===== src/rtl/bmp24_pkg.sv =====
package bmp24_pkg;

    // Result kinds carried on the master-side tuser.
    localparam logic [1:0] KIND_FETCH = 2'd0;
    localparam logic [1:0] KIND_PIXEL = 2'd1;
    localparam logic [1:0] KIND_DONE  = 2'd2;

    // Status codes of a done item.
    localparam logic [1:0] STAT_OK      = 2'd0;
    localparam logic [1:0] STAT_BAD_SIG = 2'd1;
    localparam logic [1:0] STAT_UNSUPP  = 2'd2;

    // Input commands carried on the slave-side tuser.
    localparam logic CMD_START = 1'b0;
    localparam logic CMD_DATA  = 1'b1;

    // Sequencer phases.
    localparam logic [1:0] PH_IDLE   = 2'd0;
    localparam logic [1:0] PH_HEADER = 2'd1;
    localparam logic [1:0] PH_PIXELS = 2'd2;

    // Header constants.
    localparam logic [15:0] BMP_SIGNATURE = 16'h4D42;
    localparam logic [15:0] BMP_PLANES    = 16'd1;
    localparam logic [15:0] BMP_DEPTH     = 16'd24;

    // Result queue depth; an item is only taken while two entries are free.
    localparam int OQ_DEPTH = 4;

    typedef struct packed {
        logic [1:0]  kind;
        logic [31:0] fetch_address;
        logic [23:0] color;
        logic [1:0]  status;
        logic        last;
    } res_t;

    // Writes one byte into a 32-bit little-endian field at the given byte lane.
    function automatic logic [31:0] set_lane(input logic [31:0] word,
                                             input logic [1:0] lane,
                                             input logic [7:0] b);
        logic [31:0] w;
        w = word;
        case (lane)
            2'd0:    w[7:0]   = b;
            2'd1:    w[15:8]  = b;
            2'd2:    w[23:16] = b;
            default: w[31:24] = b;
        endcase
        return w;
    endfunction

endpackage


===== src/rtl/bmp24_oq.sv =====
module bmp24_oq (
    input  logic                clk,
    input  logic                rst_n,
    input  logic [1:0]          push_cnt,
    input  bmp24_pkg::res_t     push_res0,
    input  bmp24_pkg::res_t     push_res1,
    output logic                room,
    output logic                out_valid,
    input  logic                out_ready,
    output bmp24_pkg::res_t     out_res
);
    import bmp24_pkg::*;

    localparam int IW = $clog2(OQ_DEPTH);
    localparam int CW = $clog2(OQ_DEPTH + 1);

    res_t          entry_reg [OQ_DEPTH];
    logic [IW-1:0] head_reg;
    logic [IW-1:0] head_next;
    logic [IW-1:0] tail_reg;
    logic [IW-1:0] tail_next;
    logic [IW-1:0] tail_plus1;
    logic [CW-1:0] count_reg;
    logic [CW-1:0] count_next;
    logic          pop;

    assign out_valid  = (count_reg != '0);
    assign out_res    = entry_reg[head_reg];
    assign pop        = out_valid && out_ready;
    // Two free entries cover the worst case of one item.
    assign room       = (count_reg <= CW'(OQ_DEPTH - 2));
    assign tail_plus1 = tail_reg + IW'(1);

    always_comb
    begin
        head_next  = pop ? head_reg + IW'(1) : head_reg;
        tail_next  = tail_reg + IW'(push_cnt);
        count_next = count_reg + CW'(push_cnt) - CW'(pop);
    end

    always_ff @(posedge clk or negedge rst_n)
    begin
        if (!rst_n)
        begin
            head_reg  <= '0;
            tail_reg  <= '0;
            count_reg <= '0;
        end
        else
        begin
            head_reg  <= head_next;
            tail_reg  <= tail_next;
            count_reg <= count_next;
        end
    end

    always_ff @(posedge clk)
    begin
        if (push_cnt != 2'd0)
        begin
            entry_reg[tail_reg] <= push_res0;
        end
        if (push_cnt == 2'd2)
        begin
            entry_reg[tail_plus1] <= push_res1;
        end
    end

endmodule


===== src/rtl/bmp24_seq.sv =====
module bmp24_seq (
    input  logic                clk,
    input  logic                rst_n,
    input  logic                go,
    input  logic                command,
    input  logic [7:0]          data_byte,
    output logic [1:0]          res_cnt,
    output bmp24_pkg::res_t     res0,
    output bmp24_pkg::res_t     res1
);
    import bmp24_pkg::*;

    // Header byte offsets that steer the parse.
    localparam logic [5:0] OFS_SIG_LO   = 6'd0;
    localparam logic [5:0] OFS_SIG_HI   = 6'd1;
    localparam logic [5:0] OFS_PLN_LO   = 6'd26;
    localparam logic [5:0] OFS_PLN_HI   = 6'd27;
    localparam logic [5:0] OFS_BPP_LO   = 6'd28;
    localparam logic [5:0] OFS_BPP_HI   = 6'd29;
    localparam logic [5:0] OFS_CMP_FIRST = 6'd30;
    localparam logic [5:0] OFS_CMP_LAST  = 6'd33;

    logic [1:0]  phase_reg,     phase_next;
    logic [5:0]  idx_reg,       idx_next;
    logic [15:0] acc_reg,       acc_next;
    logic [31:0] pix_off_reg,   pix_off_next;
    logic [31:0] width_reg,     width_next;
    logic [31:0] height_reg,    height_next;
    logic [31:0] h_abs_reg,     h_abs_next;
    logic        bottom_up_reg, bottom_up_next;
    logic        sizes_ok_reg,  sizes_ok_next;
    logic [31:0] start_line_reg, start_line_next;
    logic [31:0] pitch_reg,     pitch_next;
    logic [31:0] step_reg,      step_next;
    logic [31:0] prod_reg,      prod_next;
    logic [31:0] row_base_reg,  row_base_next;
    logic [31:0] row_cnt_reg,   row_cnt_next;
    logic [31:0] col_cnt_reg,   col_cnt_next;
    logic [1:0]  bop_reg,       bop_next;
    logic [31:0] addr_reg,      addr_next;

    logic [1:0]  lane;
    logic [15:0] field16;
    logic [31:0] h_neg;
    logic [31:0] col_inc;
    logic [31:0] row_inc;
    logic [31:0] base_stepped;
    res_t        fetch_r;
    res_t        done_r;

    assign lane    = 2'(idx_reg - 6'd2);
    assign field16 = {data_byte, acc_reg[7:0]};
    assign h_neg   = 32'd0 - height_reg;
    assign col_inc = col_cnt_reg + 32'd1;
    assign row_inc = row_cnt_reg + 32'd1;
    assign base_stepped = row_base_reg + step_reg;

    always_comb
    begin
        phase_next      = phase_reg;
        idx_next        = idx_reg;
        acc_next        = acc_reg;
        pix_off_next    = pix_off_reg;
        width_next      = width_reg;
        height_next     = height_reg;
        h_abs_next      = h_abs_reg;
        bottom_up_next  = bottom_up_reg;
        sizes_ok_next   = sizes_ok_reg;
        start_line_next = start_line_reg;
        pitch_next      = pitch_reg;
        step_next       = step_reg;
        prod_next       = prod_reg;
        row_base_next   = row_base_reg;
        row_cnt_next    = row_cnt_reg;
        col_cnt_next    = col_cnt_reg;
        bop_next        = bop_reg;
        addr_next       = addr_reg;
        res_cnt         = 2'd0;
        fetch_r         = '0;
        fetch_r.kind    = KIND_FETCH;
        fetch_r.last    = 1'b1;
        done_r          = '0;
        done_r.kind     = KIND_DONE;
        done_r.last     = 1'b1;
        res0            = fetch_r;
        res1            = fetch_r;

        if (go && command == CMD_START)
        begin
            phase_next   = PH_HEADER;
            idx_next     = '0;
            pix_off_next = '0;
            width_next   = '0;
            height_next  = '0;
            addr_next    = '0;
            res_cnt      = 2'd1;
        end
        else if (go)
        begin
            case (phase_reg)
                PH_HEADER:
                begin
                    // Every header byte requests the next offset unless the
                    // byte closes the header or fails a check.
                    idx_next = idx_reg + 6'd1;
                    res0.fetch_address = {26'd0, idx_next};
                    res_cnt = 2'd1;
                    if (idx_reg >= 6'd10 && idx_reg <= 6'd13)
                        pix_off_next = set_lane(pix_off_reg, lane, data_byte);
                    if (idx_reg >= 6'd18 && idx_reg <= 6'd21)
                        width_next = set_lane(width_reg, lane, data_byte);
                    if (idx_reg >= 6'd22 && idx_reg <= 6'd25)
                        height_next = set_lane(height_reg, lane, data_byte);
                    if (idx_reg == OFS_SIG_LO || idx_reg == OFS_PLN_LO ||
                        idx_reg == OFS_BPP_LO || idx_reg == OFS_CMP_FIRST)
                        acc_next = {8'd0, data_byte};
                    if (idx_reg > OFS_CMP_FIRST)
                        acc_next = acc_reg | {8'd0, data_byte};

                    // Geometry is spread over the plane and depth bytes so
                    // that the multiply and the row-base add do not share a byte.
                    if (idx_reg == OFS_PLN_LO)
                    begin
                        bottom_up_next  = !height_reg[31];
                        h_abs_next      = height_reg[31] ? h_neg : height_reg;
                        start_line_next = height_reg[31] ? 32'd0
                                                         : height_reg - 32'd1;
                        pitch_next = (width_reg + {width_reg[30:0], 1'b0} + 32'd3)
                                     & ~32'd3;
                    end
                    if (idx_reg == OFS_PLN_HI)
                    begin
                        prod_next     = start_line_reg * pitch_reg;
                        step_next     = bottom_up_reg ? 32'd0 - pitch_reg : pitch_reg;
                        sizes_ok_next = width_reg != 32'd0 && !width_reg[31] &&
                                        h_abs_reg != 32'd0 && !h_abs_reg[31];
                    end
                    if (idx_reg == OFS_BPP_LO)
                        row_base_next = pix_off_reg + prod_reg;

                    if (idx_reg == OFS_SIG_HI && field16 != BMP_SIGNATURE)
                    begin
                        phase_next = PH_IDLE;
                        res0       = done_r;
                        res0.status = STAT_BAD_SIG;
                    end
                    else if ((idx_reg == OFS_PLN_HI && field16 != BMP_PLANES) ||
                             (idx_reg == OFS_BPP_HI && field16 != BMP_DEPTH))
                    begin
                        phase_next  = PH_IDLE;
                        res0        = done_r;
                        res0.status = STAT_UNSUPP;
                    end
                    else if (idx_reg == OFS_CMP_LAST)
                    begin
                        if ((acc_reg[7:0] | data_byte) != 8'd0)
                        begin
                            phase_next  = PH_IDLE;
                            res0        = done_r;
                            res0.status = STAT_UNSUPP;
                        end
                        else if (!sizes_ok_reg)
                        begin
                            phase_next  = PH_IDLE;
                            res0        = done_r;
                            res0.status = STAT_OK;
                        end
                        else
                        begin
                            phase_next   = PH_PIXELS;
                            row_cnt_next = '0;
                            col_cnt_next = '0;
                            bop_next     = '0;
                            addr_next    = row_base_reg;
                            res0.fetch_address = row_base_reg;
                        end
                    end
                end

                PH_PIXELS:
                begin
                    case (bop_reg)
                        2'd0, 2'd1:
                        begin
                            if (bop_reg == 2'd0)
                                acc_next = {8'd0, data_byte};
                            else
                                acc_next = field16;
                            bop_next  = bop_reg + 2'd1;
                            addr_next = addr_reg + 32'd1;
                            res0.fetch_address = addr_next;
                            res_cnt   = 2'd1;
                        end
                        default:
                        begin
                            bop_next   = '0;
                            res0       = '0;
                            res0.kind  = KIND_PIXEL;
                            res0.color = {data_byte, acc_reg};
                            res_cnt    = 2'd2;
                            if (col_inc == width_reg)
                            begin
                                col_cnt_next = '0;
                                row_cnt_next = row_inc;
                                if (row_inc == h_abs_reg)
                                begin
                                    phase_next = PH_IDLE;
                                    res1       = done_r;
                                end
                                else
                                begin
                                    row_base_next = base_stepped;
                                    addr_next     = base_stepped;
                                    res1.fetch_address = base_stepped;
                                end
                            end
                            else
                            begin
                                col_cnt_next = col_inc;
                                addr_next    = addr_reg + 32'd1;
                                res1.fetch_address = addr_next;
                            end
                        end
                    endcase
                end

                default:
                begin
                    res_cnt = 2'd0;
                end
            endcase
        end
    end

    always_ff @(posedge clk or negedge rst_n)
    begin
        if (!rst_n)
        begin
            phase_reg <= PH_IDLE;
            idx_reg   <= '0;
            bop_reg   <= '0;
        end
        else
        begin
            phase_reg <= phase_next;
            idx_reg   <= idx_next;
            bop_reg   <= bop_next;
        end
    end

    always_ff @(posedge clk)
    begin
        acc_reg        <= acc_next;
        pix_off_reg    <= pix_off_next;
        width_reg      <= width_next;
        height_reg     <= height_next;
        h_abs_reg      <= h_abs_next;
        bottom_up_reg  <= bottom_up_next;
        sizes_ok_reg   <= sizes_ok_next;
        start_line_reg <= start_line_next;
        pitch_reg      <= pitch_next;
        step_reg       <= step_next;
        prod_reg       <= prod_next;
        row_base_reg   <= row_base_next;
        row_cnt_reg    <= row_cnt_next;
        col_cnt_reg    <= col_cnt_next;
        addr_reg       <= addr_next;
    end

endmodule


===== src/rtl/bmp24_reader_address_sequencer_core.sv =====
// Channel   Direction  tuser            tdata (low bit up)                      tlast
// s_axis    in         command          data_byte                               -
// m_axis    out        kind             fetch_address, color, status, pad       last
//
// An accepted transfer is held in the input register, is handled once the
// result queue has room, and its results are registered in that queue.
// The block takes one transfer per cycle while the queue has room; it only
// takes an item while two of the four queue entries are free, as an item
// that ends a pixel gives two results.
// Reset is asynchronous and active low; it idles the sequencer and empties
// the input register and the result queue. A stall on m_axis fills the queue
// and then holds s_axis_tready low until entries drain.
module bmp24_reader_address_sequencer_core (
    input  logic        clk,
    input  logic        rst_n,
    input  logic        s_axis_tvalid,
    output logic        s_axis_tready,
    input  logic [7:0]  s_axis_tdata,   // data_byte[7:0]
    input  logic        s_axis_tuser,   // command[0]
    output logic        m_axis_tvalid,
    input  logic        m_axis_tready,
    output logic [63:0] m_axis_tdata,   // fetch_address[31:0], color[55:32],
                                        // status[57:56], zero[63:58]
    output logic [1:0]  m_axis_tuser,   // kind[1:0]
    output logic        m_axis_tlast    // last
);
    import bmp24_pkg::*;

    // Input register: holds one transfer until the sequencer can take it.
    logic       in_valid_reg;
    logic       in_valid_next;
    logic       in_cmd_reg;
    logic [7:0] in_byte_reg;
    logic       room;
    logic       consume;
    logic       take;

    logic [1:0] res_cnt;
    res_t       res0;
    res_t       res1;
    res_t       out_res;

    // The sequencer consumes the held item whenever the queue has space for
    // its worst case, so a new transfer can land in the same cycle.
    assign consume       = in_valid_reg && room;
    assign s_axis_tready = !in_valid_reg || consume;
    assign take          = s_axis_tvalid && s_axis_tready;

    always_comb
    begin
        in_valid_next = in_valid_reg;
        if (take)
            in_valid_next = 1'b1;
        else if (consume)
            in_valid_next = 1'b0;
    end

    always_ff @(posedge clk or negedge rst_n)
    begin
        if (!rst_n)
            in_valid_reg <= 1'b0;
        else
            in_valid_reg <= in_valid_next;
    end

    always_ff @(posedge clk)
    begin
        if (take)
        begin
            in_cmd_reg  <= s_axis_tuser;
            in_byte_reg <= s_axis_tdata;
        end
    end

    bmp24_seq u_seq (
        .clk       (clk),
        .rst_n     (rst_n),
        .go        (consume),
        .command   (in_cmd_reg),
        .data_byte (in_byte_reg),
        .res_cnt   (res_cnt),
        .res0      (res0),
        .res1      (res1)
    );

    bmp24_oq u_oq (
        .clk       (clk),
        .rst_n     (rst_n),
        .push_cnt  (res_cnt),
        .push_res0 (res0),
        .push_res1 (res1),
        .room      (room),
        .out_valid (m_axis_tvalid),
        .out_ready (m_axis_tready),
        .out_res   (out_res)
    );

    assign m_axis_tdata = {6'd0, out_res.status, out_res.color, out_res.fetch_address};
    assign m_axis_tuser = out_res.kind;
    assign m_axis_tlast = out_res.last;

endmodule


===== config.mk =====
export PLATFORM = sky130hd
export DESIGN_NAME = bmp24_reader_address_sequencer_core
export DESIGN_NICKNAME = d
export VERILOG_FILES = /design/src/rtl/bmp24_pkg.sv /design/src/rtl/bmp24_oq.sv /design/src/rtl/bmp24_seq.sv /design/src/rtl/bmp24_reader_address_sequencer_core.sv
export SDC_FILE = /design/constraint.sdc
export NUM_CORES = 2
export LEC_CHECK = 0
export BUFFER_PORTS_ARGS = -buffer_cell sky130_fd_sc_hd__buf_2
export CAP_MARGIN = 20
export CORE_MARGIN = 4
export CORE_UTILIZATION = 33
export DETAILED_ROUTE_END_ITERATION = 6
export SYNTH_ARGS = -nofsm -noshare
export SYNTH_HDL_FRONTEND = slang
export SYNTH_SLANG_ARGS = --single-unit

===== constraint.sdc =====
create_clock -name clk -period 8.5 [get_ports clk]
set_clock_uncertainty 0.1 [all_clocks]
set_input_delay 1.275 -clock clk [delete_from_list [all_inputs] [get_ports clk]]
set_output_delay 1.275 -clock clk [all_outputs]
set_load 0.01 [all_outputs]

; ---- After elaboration in Yosys (flattened, before gate mapping)
; Memories as Yosys holds them, arrays and structs flattened.
; Cells that the tools add are included.
[word_totals]
reg_bits = 425
ramBits = 244
in_bits = 13
output_inout_bits = 69
word_cells = 246
mem_count = 1
[classes]
addsub = 18
mul = 1
n_lt_le_gt_ge = 8
eq_ne = 35
mux = 82
bitwise_logic = 5
n_reduce_logical = 60
[memory_table]
columns = memory, depth, word_bits, rd, rd_ports_with_merged_regs, write_ports, line_no
row1 = u_oq.entry_reg, 4, 61, 1, 0, 2, bmp24_oq.sv:17  ; res_t entry_reg [OQ_DEPTH];
[op_table]
columns = operator, count
row1 = 2-to-1 mux 32 bit, 25
row2 = 2-to-1 mux 61 bit, 10
row3 = case mux 32 bit (2 select lines), 4
row4 = case mux 61 bit (2 select lines), 1
row5 = adder 32 x 1 -> 32 bit (second input constant), 3
row6 = adder 32 bit, 3
row7 = == test 32 bit, 2
row8 = 2-to-1 mux 16 bit, 4
row9 = nonzero test 32 bit, 2
row10 = subtractor 1 x 32 -> 32 bit (first input constant), 2
row11 = AND reduction 4 bit, 14
row12 = 2-to-1 mux 2 bit, 22
row13 = adder 32 x 2 -> 32 bit (second input constant), 1
row14 = multiplier 32 x 30 -> 30 bit, 1
row15 = case mux 16 bit (2 select lines), 1
row16 = subtractor 32 x 1 -> 32 bit (second input constant), 1
row17 = 2-to-1 mux 31 bit, 1
row18 = == test 6 x 5 -> 1 bit (second input constant), 5
row19 = 2-to-1 mux 27 bit, 1
row20 = 2-to-1 mux 6 bit, 3
row21 = != test 16 x 1 -> 1 bit (second input constant), 1
row22 = != test 16 x 15 -> 1 bit (second input constant), 1
row23 = != test 16 x 5 -> 1 bit (second input constant), 1
row24 = OR 16 x 8 -> 16 bit, 1
row25 = 43 further kinds, 99

; ---- Longest topological paths before layout
[depth]
ltp_word = 9
ltp_mapped = 30
mapped_depth_nobuf = 28

; ---- Cells and area by module
; A second synthesis with hierarchy kept.
[unflattened]
hier_cells = 5272
hier_area_um2 = 53963.0
[by_module_without_submodules]
columns = mod, n_inst, cells_each, area_each_um2, seq_area_each_um2
row1 = bmp24_seq, 1, 4621, 41427.2, 10800.4
row2 = bmp24_oq, 1, 630, 12156.7, 7502.2
row3 = bmp24_reader_address_sequencer_core, 1, 21, 379.1, 295.3

; ---- Worst setup path before layout
; OpenSTA, ideal clock, no wires.
[synth_timing]
path_type = register to register
startpoint = register u_seq.pitch_reg[8]
endpoint = register u_seq.prod_reg[31] (data pin)
setup_time_ns = 0.260
arrival_ns = 6.793
required_time_ns = 8.140
path_slack_ns = 1.347
stages_incl_launch_ff = 30
path_buffers = 2
period_less_slack_ns = 7.153
path_cell_list = edfxtp_1 -> clkbuf_1 -> clkbuf_1 -> nand2_1 -> fa_1 -> inv_1 -> fa_1 -> fa_1 -> inv_1 -> fa_1 -> inv_1 -> fa_1 -> ha_1 -> fa_1 -> inv_1 -> fa_1 -> inv_1 -> ha_1 -> a21o_1 -> a21oi_1 -> o21ai_0 -> a21oi_1 -> nand3b_1 -> o21ai_0 -> and2_1 -> o21a_1 -> o21a_1 -> o21ai_0 -> a31oi_1 -> xnor2_1
[synth_between]
elab_chain_cells = 1
[synth_rtl]
columns = item, line_no
row1 = from (decl), bmp24_seq.sv:33  ; logic [31:0] pitch_reg, pitch_next;
row2 = from (signal assigned), bmp24_seq.sv:261  ; pitch_reg <= pitch_next;
row3 = multiplier 32 x 30 -> 30 bit, bmp24_seq.sv:133  ; prod_next = start_line_reg * pitch_reg;
row4 = to (signal assigned), bmp24_seq.sv:263  ; prod_reg <= prod_next;
row5 = to (decl), bmp24_seq.sv:35  ; logic [31:0] prod_reg, prod_next;
; Every way passes these cells.
; A chain may end at the register's enable or synchronous reset.

; ---- Worst setup path after layout
[layout_timing]
startpoint = register u_seq.pitch_reg[6]
endpoint = register u_seq.prod_reg[31] (data pin)
; Same word-level chain as after synthesis.

==> impl_metrics.tcl <==
set metrics [dict create \
    status "finished clean" \
    setup_tns_ps 0 \
    synth_top_cell_by_area "edfxtp_1" \
    cp.arrival_ps 8180 \
    dpl.cell_count 7083 \
    period_share 0.9257 \
    synth-edff-count 407 \
    avgRoutedWirePerCell_um 19.87 \
    power.leakage_nw 22.21 \
    maxCapViolCount 0 \
    grt_pass1_wl_um 223100 \
    initial_core_util 0.3339 \
    syn2layout_area_growth_pct 10.51 \
    die_height_um 398.2 \
    fmax_mhz 127.1 \
    groute.layer.met2.usage 0.2830 \
    fin_crit_ps 7869 \
    dr.pass1.iters 6 \
    ys_ff_latch 665 \
    drtAntennaViolNets 0 \
    cts_sinks 665 \
    yosysSeqAreaShare 0.3478 \
    synthMuxAreaShare 0.05117 \
    r2r_slack_ps 630 \
    fp.dieArea_um2 158600 \
    synthSimpleGateAreaFrac 0.1662 \
    power_density_nw_per_um2 183.1 \
    path_max_fanout 19 \
    grt-ovfl-total 0 \
    gp_congestion 0.9491 \
    dr_total_vias 37730 \
    yosysTopAreaCellShare 0.2432 \
    synth_top_family_by_area "adder cells" \
    async_flop_share 0.02707 \
    drive_gt1_frac 0.07545 \
    synthTopCellsByArea "edfxtp_1, fa_1, dfxtp_1, ha_1, xnor2_1" \
    htreeDepth 3 \
    synth_fa_ha_area_frac 0.2071 \
    viasPerCell 5.221 \
    cts_buffers 76 \
    final_cell_mix "nand2_1, inv_1, edfxtp_1" \
    grt_use_met3 0.03017 \
    avgSynthCellArea_um2 9.685 \
    met1_usage 0.2518 \
    setup.worst_path.end_class "flip-flop" \
    crit_type "flip-flop to flip-flop" \
    rsz0062_at_grt "no" \
    post_cts_buffers 0 \
    hold_violations 0 \
    antenna_found_initial 2 \
    grt-busiest-layer "met2" \
    vdd_drop_max_uv 182.9 \
    track_usage 0.1786 \
    clk_path_buf_depth 3 \
    cts_tree "yes" \
    grt_pass1_vias 37350 \
    ctsResizeCount 0 \
    max_slew_margin 0.2101 \
    synthesis.instances 5188 \
    synth_warnings 0 \
    synth_xor_area_frac 0.06835 \
    layout_commonest_cell "nand2_1" \
    row_count 142 \
    layout.nets 5777 \
    fin_cells 7227 \
    largest_register_ffs 244 \
    die_w_um 398.2 \
    remaining_drc_errors 0 \
    portBuffers 75 \
    synth_compound_area_frac 0.1007 \
    syn_area_um2 50250 \
    clock_latency_ps 680 \
    crit_path_start_kind "flip-flop" \
    cp.required_ps 8810 \
    setup_viol 0 \
    slew_violations 0 \
    max_slew.worst_pin.slew_ps 1185 \
    cts_root_buf "clkbuf_16" \
    holdBufCountCts 0 \
    hpwlAfterDp_um 105800 \
    yosysUniqueCellTypes 81 \
    num_io_pins 82 \
    wirelength_um 143600 \
    grt_max_degree 78 \
    first_iter_violations 3108 \
    core_area_um2 150500 \
    cts.clk_slew.worst_paths_ps 60 \
    hp-class "flip-flop to flip-flop" \
    synth_flop_cell "edfxtp_1" \
]
[cells by family (layout without fill, tap and decap cells)]
kind of cell	count (synthesis)	after routing
AO/OA/AOI/OAI	835	835
XOR/XNOR	389	389
adder cells (fa/ha/maj)	618	618
buffers and inverters	773	789
flip-flops	665	665
multiplexers	180	180
other	1	8
AND/OR/NAND/NOR	1727	1727
[worst max-delay path: stages, from the launching register on]
cell and delay, ps:
edfxtp_1 660, and2_1 300, fa_1 470, fa_1 510
inv_1 60, fa_1 490, inv_1 50, fa_1 440
ha_1 310, ha_1 290, fa_1 480, inv_1 50
fa_1 470, inv_1 40, ha_1 210, o41ai_1 730
o21ai_0 210, a21oi_1 240, nand3b_1 150, o21ai_0 100
and2_1 190, o21a_1 180, o21a_1 270, o21ai_0 300
a31oi_1 150, xnor2_1 140
[area by class of cell]
class | count | area (µm²)
clock inverters | 31 | 555.5
diodes | 2 | 5.005
multi-input cells | 3755 | 29930
well taps | 2016 | 2522
fillers | 15030 | 94960
flip-flops and latches | 665 | 17480
repair buffers | 166 | 1071
clock buffers | 110 | 2152
inverters | 482 | 1809
[worst paths after layout]
kind | from | end | depth (start not counted)
min reg2reg | u_oq.entry_reg[0][25]$_SDFFE_PP0P_ | u_oq.entry_reg[0][25]$_SDFFE_PP0P_ | 2
min | u_oq.entry_reg[0][25]$_SDFFE_PP0P_ | u_oq.entry_reg[0][25]$_SDFFE_PP0P_ | 2
max | u_seq.pitch_reg[6]$_DFFE_PP_ | u_seq.prod_reg[31]$_DFFE_PP_ | 25
max reg2reg | u_seq.pitch_reg[6]$_DFFE_PP_ | u_seq.prod_reg[31]$_DFFE_PP_ | 25
min in group asynchronous | rst_n | u_oq.tail_reg[1]$_DFF_PN0_ | 1
max in group asynchronous | rst_n | u_oq.head_reg[0]$_DFFE_PN0P_ | 1
[power by group]
part | total, W | leakage, nW | switching [W] | internal (W)
logic | 0.00256 | 15.1 | 0.00158 | 0.000979
registers | 0.00406 | 5.82 | 0.000286 | 0.00378
clock network | 0.00355 | 1.29 | 0.00145 | 0.00210
total | 0.0102 | 22.2 | 0.00331 | 0.00685
[synth_stat cells (6+ instances only)]
cell / count
edfxtp_1: 407
nor2_1: 391
nor4_1: 31
xnor2_1: 259
nor3b_1: 20
and4_1: 9
dfrtp_1: 18
a21boi_0: 7
ha_1: 262
mux2i_1: 114
nor3_1: 49
or3_1: 20
nand3b_1: 6
o21ai_0: 265
a31oi_1: 13
o21bai_1: 22
clkbuf_1: 254
buf_2: 13
buf_1: 15
o21a_1: 18
o31ai_1: 11
or2_2: 10
xor2_1: 128
o211ai_1: 11
a21o_1: 55
fa_1: 356
nand2b_1: 33
and3_1: 52
a22o_1: 38
a221oi_1: 9
nand4_1: 38
o41ai_1: 7
and2_1: 301
or3_4: 6
nor2b_1: 22
nand2_1: 556
mux4_2: 61
o22ai_1: 135
a21oi_1: 194
inv_1: 480
or4_1: 10
buf_4: 8
dfxtp_1: 240
nand3_1: 154
a211oi_1: 11
[metrics by stage]
step                      utilization  total power [W]  setup slack, ps  instance area, µm²  hold slack, ps
after floorplan                     -         0.005876             1347               50270           338.3
after global placement         0.3508         0.006637            821.6               52790           348.0
after detailed placement       0.3508         0.006679            652.6               52790           357.5
after CTS                      0.3688          0.01025            663.0               55500           369.3
after global routing           0.3689          0.01067            118.2               55520           391.2
final                          0.3690          0.01017            631.5               55530           367.4
[routing by layer]
layer,vias to the layer above,part of all wire
li1,17540,-
met1,18560,0.44
met2,1415,0.45
met3,225,0.075
met4,0,0.029
met5,-,0
Power figures use the tool's default switching activity.
